**config.mk**
```make
export PLATFORM = sky130hd
export DESIGN_NAME = causal_topk_selection_mask
export DESIGN_NICKNAME = d
export VERILOG_FILES = /design/src/design/cstk_pkg.sv /design/src/design/causal_topk_selection_mask.sv /design/src/design/cstk_div.sv
export SDC_FILE = /design/constraint.sdc
export NUM_CORES = 2
export LEC_CHECK = 0
export ABC_CLOCK_PERIOD_IN_PS = 10800
export BUFFER_PORTS_ARGS = -buffer_cell sky130_fd_sc_hd__buf_2
export CORE_UTILIZATION = 45
export CTS_BUF_LIST = sky130_fd_sc_hd__clkbuf_8 sky130_fd_sc_hd__clkbuf_16
export DETAILED_ROUTE_END_ITERATION = 12
export PLACE_DENSITY_LB_ADDON = 0.25
export SLEW_MARGIN = 20
export SYNTH_ARGS = -nofsm -noshare
export SYNTH_HDL_FRONTEND = slang
export SYNTH_HIERARCHICAL = 1
export SYNTH_SLANG_ARGS = --single-unit
```
**constraint.sdc**
```tcl
create_clock -name i_clk -period 10.8 [get_ports i_clk]
set_clock_uncertainty 0.2 [all_clocks]
set_input_delay 2.16 -clock i_clk [delete_from_list [all_inputs] [get_ports i_clk]]
set_output_delay 2.16 -clock i_clk [all_outputs]
set_load 0.02 [all_outputs]
```
**src/design/cstk_pkg.sv**
```systemverilog
// Shared types and constants for the causal top-k selection mask.
`timescale 1ns / 1ps
`default_nettype none

package cstk_pkg;

    localparam int MAX_BLOCKS_DEF = 64;
    localparam int SCORE_W        = 32;
    localparam int QPOS_W         = 16;
    localparam int TOPK_W         = 7;
    localparam int RATE_W         = 16;
    localparam int IDX_W          = 6;
    localparam int CFG_ADDR_W     = 1;
    localparam int CFG_DATA_W     = 16;
    localparam int S_TDATA_W      = 48;
    localparam int M_TDATA_W      = 8;

    localparam logic [TOPK_W-1:0]        TOP_K_RST  = 7'd16;
    localparam logic [RATE_W-1:0]        RATE_RST   = 16'd4;
    localparam logic signed [SCORE_W-1:0] MASK_VALUE = 32'sh8000_0000;
    localparam logic signed [SCORE_W-1:0] SCORE_SAT  = 32'sh8000_0001;

    localparam logic [CFG_ADDR_W-1:0] REG_TOP_K = 1'b0;
    localparam logic [CFG_ADDR_W-1:0] REG_RATE  = 1'b1;

    typedef enum logic [2:0] {
        S_LOAD,
        S_DIV,
        S_SEARCH,
        S_PASS_END,
        S_EMIT_RD,
        S_EMIT_LD
    } t_state;

endpackage

`default_nettype wire

```
**src/design/causal_topk_selection_mask.sv**
```systemverilog
// Top level of the causal top-k block selection mask.
`timescale 1ns / 1ps
`default_nettype none

// A row of scores is taken one transaction per cycle into a score memory until the
// transaction with tlast closes it. A serial divider then forms the causal limit, and
// the threshold search walks the stored row once per distinct score value from the
// top until the top-k count is reached (at most k passes). The keep bits then leave
// one per transaction, read back through the single memory read port; no input is
// taken while a row is being searched or emitted.
module causal_topk_selection_mask import cstk_pkg::*; #(
    parameter int MAX_BLOCKS = MAX_BLOCKS_DEF
) (
    input  wire logic                  i_clk,
    input  wire logic                  i_rst_n,
    input  wire logic                  s_axis_tvalid,
    output logic                       s_axis_tready,
    input  wire logic [S_TDATA_W-1:0]  s_axis_tdata,   // score[31:0], query_pos[47:32]
    input  wire logic                  s_axis_tlast,   // row_last
    output logic                       m_axis_tvalid,
    input  wire logic                  m_axis_tready,
    output logic [M_TDATA_W-1:0]       m_axis_tdata,   // keep[0], block_index[6:1], zero[7]
    output logic                       m_axis_tlast,   // mask_last
    input  wire logic                  i_cfg_we,
    input  wire logic [CFG_ADDR_W-1:0] i_cfg_addr,
    input  wire logic [CFG_DATA_W-1:0] i_cfg_wdata
);

    localparam int CW = $clog2(MAX_BLOCKS + 1);
    localparam int AW = (MAX_BLOCKS > 1) ? $clog2(MAX_BLOCKS) : 1;
    localparam logic [CW-1:0] MAX_CNT = CW'(MAX_BLOCKS);

    t_state r_state;
    t_state n_state;

    logic [TOPK_W-1:0]         r_top_k;
    logic [RATE_W-1:0]         r_rate;
    logic [CW-1:0]             r_count;
    logic [CW-1:0]             r_n;
    logic [QPOS_W-1:0]         r_allowed;
    logic [CW-1:0]             r_k;
    logic [CW-1:0]             r_idx;
    logic                      r_pv;
    logic [CW-1:0]             r_pidx;
    logic                      r_have_max;
    logic signed [SCORE_W-1:0] r_cur_max;
    logic [CW-1:0]             r_cnt;
    logic                      r_has_bound;
    logic signed [SCORE_W-1:0] r_bound;
    logic [CW-1:0]             r_cum;
    logic signed [SCORE_W-1:0] r_thr;
    logic signed [SCORE_W-1:0] r_mem [MAX_BLOCKS];
    logic signed [SCORE_W-1:0] r_rd_data;
    logic                      r_out_valid;
    logic                      r_out_keep;
    logic [IDX_W-1:0]          r_out_index;
    logic                      r_out_last;

    logic                      s_acc;
    logic                      row_end;
    logic                      wr_en;
    logic [AW-1:0]             rd_addr;
    logic signed [SCORE_W-1:0] in_score;
    logic signed [SCORE_W-1:0] sat_score;
    logic [QPOS_W-1:0]         in_qpos;
    logic                      issue;
    logic                      last_proc;
    logic                      out_free;
    logic                      emit_load;
    logic                      emit_last;
    logic                      div_done;
    logic [QPOS_W-1:0]         div_quo;
    logic                      causal_p;
    logic                      causal_e;
    logic signed [SCORE_W-1:0] m_val;
    logic                      consider;
    logic [CW:0]               cum_sum;
    logic                      pass_hit;
    logic [TOPK_W-1:0]         n_ext;
    logic [TOPK_W-1:0]         k_sel;

    assign in_score  = s_axis_tdata[SCORE_W-1:0];
    assign in_qpos   = s_axis_tdata[SCORE_W +: QPOS_W];
    assign sat_score = (in_score == MASK_VALUE) ? SCORE_SAT : in_score;

    assign s_acc   = s_axis_tvalid && s_axis_tready;
    assign row_end = s_acc && s_axis_tlast;

    assign last_proc = r_pv && (r_pidx == (r_n - CW'(1)));
    assign out_free  = !r_out_valid || m_axis_tready;
    assign emit_last = (r_idx == (r_n - CW'(1)));
    assign causal_p  = QPOS_W'(r_pidx) < r_allowed;
    assign causal_e  = QPOS_W'(r_idx) < r_allowed;
    assign m_val     = causal_p ? r_rd_data : MASK_VALUE;
    assign consider  = !r_has_bound || (m_val < r_bound);
    assign cum_sum   = {1'b0, r_cum} + {1'b0, r_cnt};
    assign pass_hit  = cum_sum >= {1'b0, r_k};

    assign n_ext = TOPK_W'(r_n);
    always_comb begin
        k_sel = (r_top_k < n_ext) ? r_top_k : n_ext;
        if (k_sel == '0) begin
            k_sel = TOPK_W'(1);
        end
    end

    cstk_div #(
        .W (QPOS_W)
    ) u_div (
        .i_clk      (i_clk),
        .i_rst_n    (i_rst_n),
        .i_start    (row_end),
        .i_dividend (in_qpos),
        .i_divisor  (r_rate),
        .o_done     (div_done),
        .o_quotient (div_quo)
    );

    always_comb begin
        n_state = r_state;
        unique case (r_state)
            S_LOAD: begin
                if (row_end) n_state = S_DIV;
            end
            S_DIV: begin
                if (div_done) n_state = S_SEARCH;
            end
            S_SEARCH: begin
                if (last_proc) n_state = S_PASS_END;
            end
            S_PASS_END: begin
                n_state = pass_hit ? S_EMIT_RD : S_SEARCH;
            end
            S_EMIT_RD: begin
                n_state = S_EMIT_LD;
            end
            S_EMIT_LD: begin
                if (out_free) n_state = emit_last ? S_LOAD : S_EMIT_RD;
            end
            default: n_state = S_LOAD;
        endcase
    end

    always_comb begin
        s_axis_tready = (r_state == S_LOAD);
        issue         = (r_state == S_SEARCH) && (r_idx < r_n);
        emit_load     = (r_state == S_EMIT_LD) && out_free;
        wr_en         = s_acc && (r_count < MAX_CNT);
        rd_addr       = r_idx[AW-1:0];
    end

    always_ff @(posedge i_clk) begin
        if (wr_en) begin
            r_mem[r_count[AW-1:0]] <= sat_score;
        end
        r_rd_data <= r_mem[rd_addr];
    end

    always_ff @(posedge i_clk) begin
        if (!i_rst_n) begin
            r_state     <= S_LOAD;
            r_top_k     <= TOP_K_RST;
            r_rate      <= RATE_RST;
            r_count     <= '0;
            r_pv        <= 1'b0;
            r_idx       <= '0;
            r_out_valid <= 1'b0;
        end else begin
            r_state <= n_state;

            if (i_cfg_we) begin
                unique case (i_cfg_addr)
                    REG_TOP_K: r_top_k <= i_cfg_wdata[TOPK_W-1:0];
                    REG_RATE:  r_rate  <= i_cfg_wdata[RATE_W-1:0];
                    default:   r_rate  <= r_rate;
                endcase
            end

            if (s_acc) begin
                if (s_axis_tlast) begin
                    r_count <= '0;
                    r_n     <= (r_count < MAX_CNT) ? (r_count + CW'(1)) : r_count;
                end else if (r_count < MAX_CNT) begin
                    r_count <= r_count + CW'(1);
                end
            end

            if (div_done) begin
                r_allowed   <= div_quo;
                r_k         <= CW'(k_sel);
                r_idx       <= '0;
                r_have_max  <= 1'b0;
                r_has_bound <= 1'b0;
                r_cum       <= '0;
            end

            r_pv   <= issue;
            r_pidx <= r_idx;
            if (issue) begin
                r_idx <= r_idx + CW'(1);
            end

            if (r_pv && consider) begin
                if (!r_have_max || (m_val > r_cur_max)) begin
                    r_cur_max  <= m_val;
                    r_cnt      <= CW'(1);
                    r_have_max <= 1'b1;
                end else if (m_val == r_cur_max) begin
                    r_cnt <= r_cnt + CW'(1);
                end
            end

            if (r_state == S_PASS_END) begin
                r_idx <= '0;
                if (pass_hit) begin
                    r_thr <= r_cur_max;
                end else begin
                    r_bound     <= r_cur_max;
                    r_has_bound <= 1'b1;
                    r_have_max  <= 1'b0;
                    r_cum       <= cum_sum[CW-1:0];
                end
            end

            if (emit_load) begin
                r_out_valid <= 1'b1;
                r_out_keep  <= causal_e && (r_rd_data >= r_thr);
                r_out_index <= IDX_W'(r_idx);
                r_out_last  <= emit_last;
                r_idx       <= r_idx + CW'(1);
            end else if (m_axis_tready) begin
                r_out_valid <= 1'b0;
            end
        end
    end

    assign m_axis_tvalid = r_out_valid;
    assign m_axis_tdata  = {1'b0, r_out_index, r_out_keep};
    assign m_axis_tlast  = r_out_last;

endmodule

`default_nettype wire

```
**src/design/cstk_div.sv**
```systemverilog
// Restoring divider that produces one quotient bit per cycle.
`timescale 1ns / 1ps
`default_nettype none

module cstk_div import cstk_pkg::*; #(
    parameter int W = RATE_W
) (
    input  wire logic         i_clk,
    input  wire logic         i_rst_n,
    input  wire logic         i_start,
    input  wire logic [W-1:0] i_dividend,
    input  wire logic [W-1:0] i_divisor,
    output logic              o_done,
    output logic [W-1:0]      o_quotient
);

    localparam int CNT_W = $clog2(W + 1);

    logic             r_busy;
    logic             r_done;
    logic [CNT_W-1:0] r_cnt;
    logic [W-1:0]     r_rem;
    logic [W-1:0]     r_quo;
    logic [W-1:0]     r_dvs;
    logic [W:0]       rem_sh;
    logic [W:0]       diff;

    assign rem_sh = {r_rem, r_quo[W-1]};
    assign diff   = rem_sh - {1'b0, r_dvs};

    always_ff @(posedge i_clk) begin
        if (!i_rst_n) begin
            r_busy <= 1'b0;
            r_done <= 1'b0;
            r_cnt  <= '0;
        end else begin
            r_done <= 1'b0;
            if (i_start) begin
                r_busy <= 1'b1;
                r_cnt  <= CNT_W'(W);
                r_rem  <= '0;
                r_quo  <= i_dividend;
                r_dvs  <= (i_divisor == '0) ? W'(1) : i_divisor;
            end else if (r_busy) begin
                if (!diff[W]) begin
                    r_rem <= diff[W-1:0];
                    r_quo <= {r_quo[W-2:0], 1'b1};
                end else begin
                    r_rem <= rem_sh[W-1:0];
                    r_quo <= {r_quo[W-2:0], 1'b0};
                end
                r_cnt <= r_cnt - CNT_W'(1);
                if (r_cnt == CNT_W'(1)) begin
                    r_busy <= 1'b0;
                    r_done <= 1'b1;
                end
            end
        end
    end

    assign o_done     = r_done;
    assign o_quotient = r_quo;

endmodule

`default_nettype wire

```
==> metrics.yaml <==
cp_cell_sequence: "ha_1, nand3_1, or3_1, a31oi_4, buf_4, nor2b_1, ha_1, nand4_1, nor4_1, a21boi_0, nand4b_1, nand4b_1, o311ai_1, inv_1, a211oi_1"
htree_levels: 4
dp_hpwl_um: 126000
final_common_cell: "edfxtp_1"
holdPathStages: 0
cts_sinks: 2334
yosysTopAreaCell: "edfxtp_1"
synth_nets: 4515
postRouteAntennaNets: 0
critPathTopFamily: "simple AND/OR/NAND/NOR gates"
nets: 4721
yosysSeqAreaShare: 0.750
yosys_register_bits: 2334
synth_edf_count: 2253
r2r-start: "r_pidx[6]$_DFFE_PP_"
cp-start-kind: "register"
required_ns: 11.07
timing.fmax_mhz: 175
holdCritPathClass: "register to register"
synth.avg_cell_area_um2: 21.6
clkSlewWorstSetupHoldPaths_ns: 0.06
floorplan.core_area_mm2: 0.203
first_pass_iters: 6
fp-row-count: 165
place_congestion: 0.814
peakVddDrop_v: 0.000175
cp_max_fo: 33
synthTopCellsByArea: "edfxtp_1 73%, mux4_2 16%, ha_1 2.1%, dfxtp_1 1.8%, inv_1 0.61%"
tns_ns: 0
numCtsBuffers: 223
syn_inst: 4286
path_depth: 15
synthFlopType: "edfxtp_1"
p_leak_nw: 32.7
die_area_mm2: 0.207
status: "completed"
worstHoldStart: "u_div/o_quotient[5]$_DFFE_PP_"
wl_per_cell_um: 28.5
hold_end: "r_allowed[5]$_DFFE_PP_"
num_vias: 43000
portBuffers: 80
r2r-end: "r_cnt[1]$_SDFFCE_PP0P_"
r2r_cells: 15
r2r_slack_ns: 5.09
setup_viol: 0
grt_pass1_wl_um: 305000
rsz0062_at_grt: "no"
antenna_found_initial: 52
clockRootBuffer: "clkbuf_16"
overflow: 0
hold_violations: 0
cts_tree: "yes"
relSlewSlack: 0.224
grtUsageTotal: 0.205
clockBufferDepth: 3
synth_cell_types: 67
async_reset_ff_frac: 0
cts_resized: 0
drc: 0
max_stage_delay_ns: 0.94
p_total_mw: 18.2
drive_gt1_frac: 0.284
wirelength_um: 210000
layout_common_cells: "2253 x edfxtp_1, 672 x mux4_2, 224 x clkbuf_16, 183 x inv_1, 156 x ha_1"
drt-initial-drc-count: 4391
pin_count: 82
end_kind: "register"
worst_slew_pin_slew_ns: 1.16
clkLatencyLatePin_ns: 0.87
synth_area_mm2: 0.0924
worst-path-buf-inv: 2
synth_top_area_share: 0.732
yosys_warnings: 6
syn_to_final_growth_pct: 12.9
arrival_ns: 5.98
die_w_um: 455
finalCriticalPeriod_ns: 5.71
power_density_mw_per_mm2: 175
worst-setup-path-type: "register to register"
start_util: 0.455
slew_violations: 0
viasPerCell: 5.84
critical-path-slowest-cell: "a211oi_1"
finalCritPeriodShare: 0.529
grt_pass1_vias: 43400
die_h_um: 455
cts-hold-fix-buffers: 0
post_cts_buffers: 0
grt_start_max_net_pins: 146
maxCapViolCount: 0
## metrics by stage
| stage | cell area (um^2) | setup slack, ns | hold WS [ns] | std cells | utilization |
|---|---|---|---|---|---|
| floorplan | 92400 | 4.48 | 0.222 | 4286 | - |
| global placement | 96600 | 5.05 | 0.234 | 6925 | 0.476 |
| detailed placement | 96700 | 4.94 | 0.231 | 6928 | 0.476 |
| CTS | 104000 | 5.03 | 0.246 | 7343 | 0.512 |
| global route | 104000 | 4.62 | 0.253 | 7358 | 0.514 |
| finish | 104000 | 5.09 | 0.246 | 7360 | 0.514 |
## power by group
part / internal (mW) / total [mW] / leakage, nW / switching (mW)
clock: 4.36 / 7.78 / 3.71 / 3.43
sequential: 9.96 / 9.99 / 21.0 / 0.0302
combinational: 0.139 / 0.441 / 8.05 / 0.302
## layout make-up
cell class                      count  area, um^2
Multi-Input combinational cell   1570       22100
Timing Repair Buffer              212        1660
Fill cell                       15800       98800
Sequential cell                  2334       69300
Inverter                          151         567
Antenna cell                        6        15.0
Clock buffer                      229        5670
Clock inverter                    186        1700
Tap cell                         2672        3340
## cell families (layout without fill, tap and decap cells)
logic type	Yosys count	after routing	synth area share
AOI/OAI and AO/OA	217	217	0.0147
xor gates and xnor gates	52	52	0.00493
adders and majority gates	158	158	0.0216
buffers and inverters	382	778	0.0169
DFF	2334	2334	0.750
muxes	720	720	0.169
other	1	7	0.0000406
and+or+nand+nor	422	422	0.0225
## how the worst max path moves through the flow
stage	from	endpoint	slack, ns
floorplan	r_pidx[6]$_DFFE_PP_	r_cur_max[0]$_DFFE_PP_	4.48
global placement	s_axis_tvalid	r_mem[47][7]$_DFFE_PP_	5.05
detailed placement	s_axis_tvalid	r_mem[39][0]$_DFFE_PP_	4.94
CTS	r_pidx[6]$_DFFE_PP_	r_cnt[1]$_SDFFCE_PP0P_	5.03
global route	r_pidx[6]$_DFFE_PP_	r_cnt[1]$_SDFFCE_PP0P_	4.62
finish	r_pidx[6]$_DFFE_PP_	r_cnt[1]$_SDFFCE_PP0P_	5.09
## sequential cells by signal, summed over array words and instances, names as in the netlist, 6 cells and up
register / cells
r_mem: 2048
r_bound: 32
r_cur_max: 32
r_rd_data: 32
r_thr: 32
r_allowed: 16
r_rate: 16
u_div/o_quotient: 16
u_div/r_dvs: 16
u_div/r_rem: 16
n_ext: 7
r_cnt: 7
r_count: 7
r_cum: 7
r_idx: 7
r_k: 7
r_pidx: 7
r_top_k: 7
r_out_index: 6
## Yosys cell counts (all sizes together), types with 4 or more instances
| library cell | count |
|---|---|
| a211oi | 13 |
| a21boi | 4 |
| a21o | 25 |
| a21oi | 76 |
| a31oi | 7 |
| and2 | 8 |
| and3 | 6 |
| and4 | 4 |
| buf | 82 |
| clkbuf | 149 |
| dfxtp | 81 |
| edfxtp | 2253 |
| ha | 156 |
| inv | 151 |
| mux2 | 28 |
| mux2i | 20 |
| mux4 | 672 |
| nand2 | 94 |
| nand2b | 18 |
| nand3 | 27 |
| nand3b | 10 |
| nand4 | 20 |
| nor2 | 129 |
| nor2b | 48 |
| nor3 | 17 |
| nor3b | 5 |
| nor4 | 14 |
| o2111ai | 4 |
| o211ai | 12 |
| o21a | 9 |
| o21ai | 42 |
| o21bai | 4 |
| or2 | 5 |
| or3 | 7 |
| xnor2 | 29 |
| xor2 | 23 |
## routing by layer
metal,GRT usage,wire length (um),vias up
li1,-,-,18200
met2,0.323,101000,1445
met3,0.0499,16500,281
met5,0,88,-
met4,0.0513,4330,14
met1,0.289,88300,23000
Power figures use the tool's default switching activity.
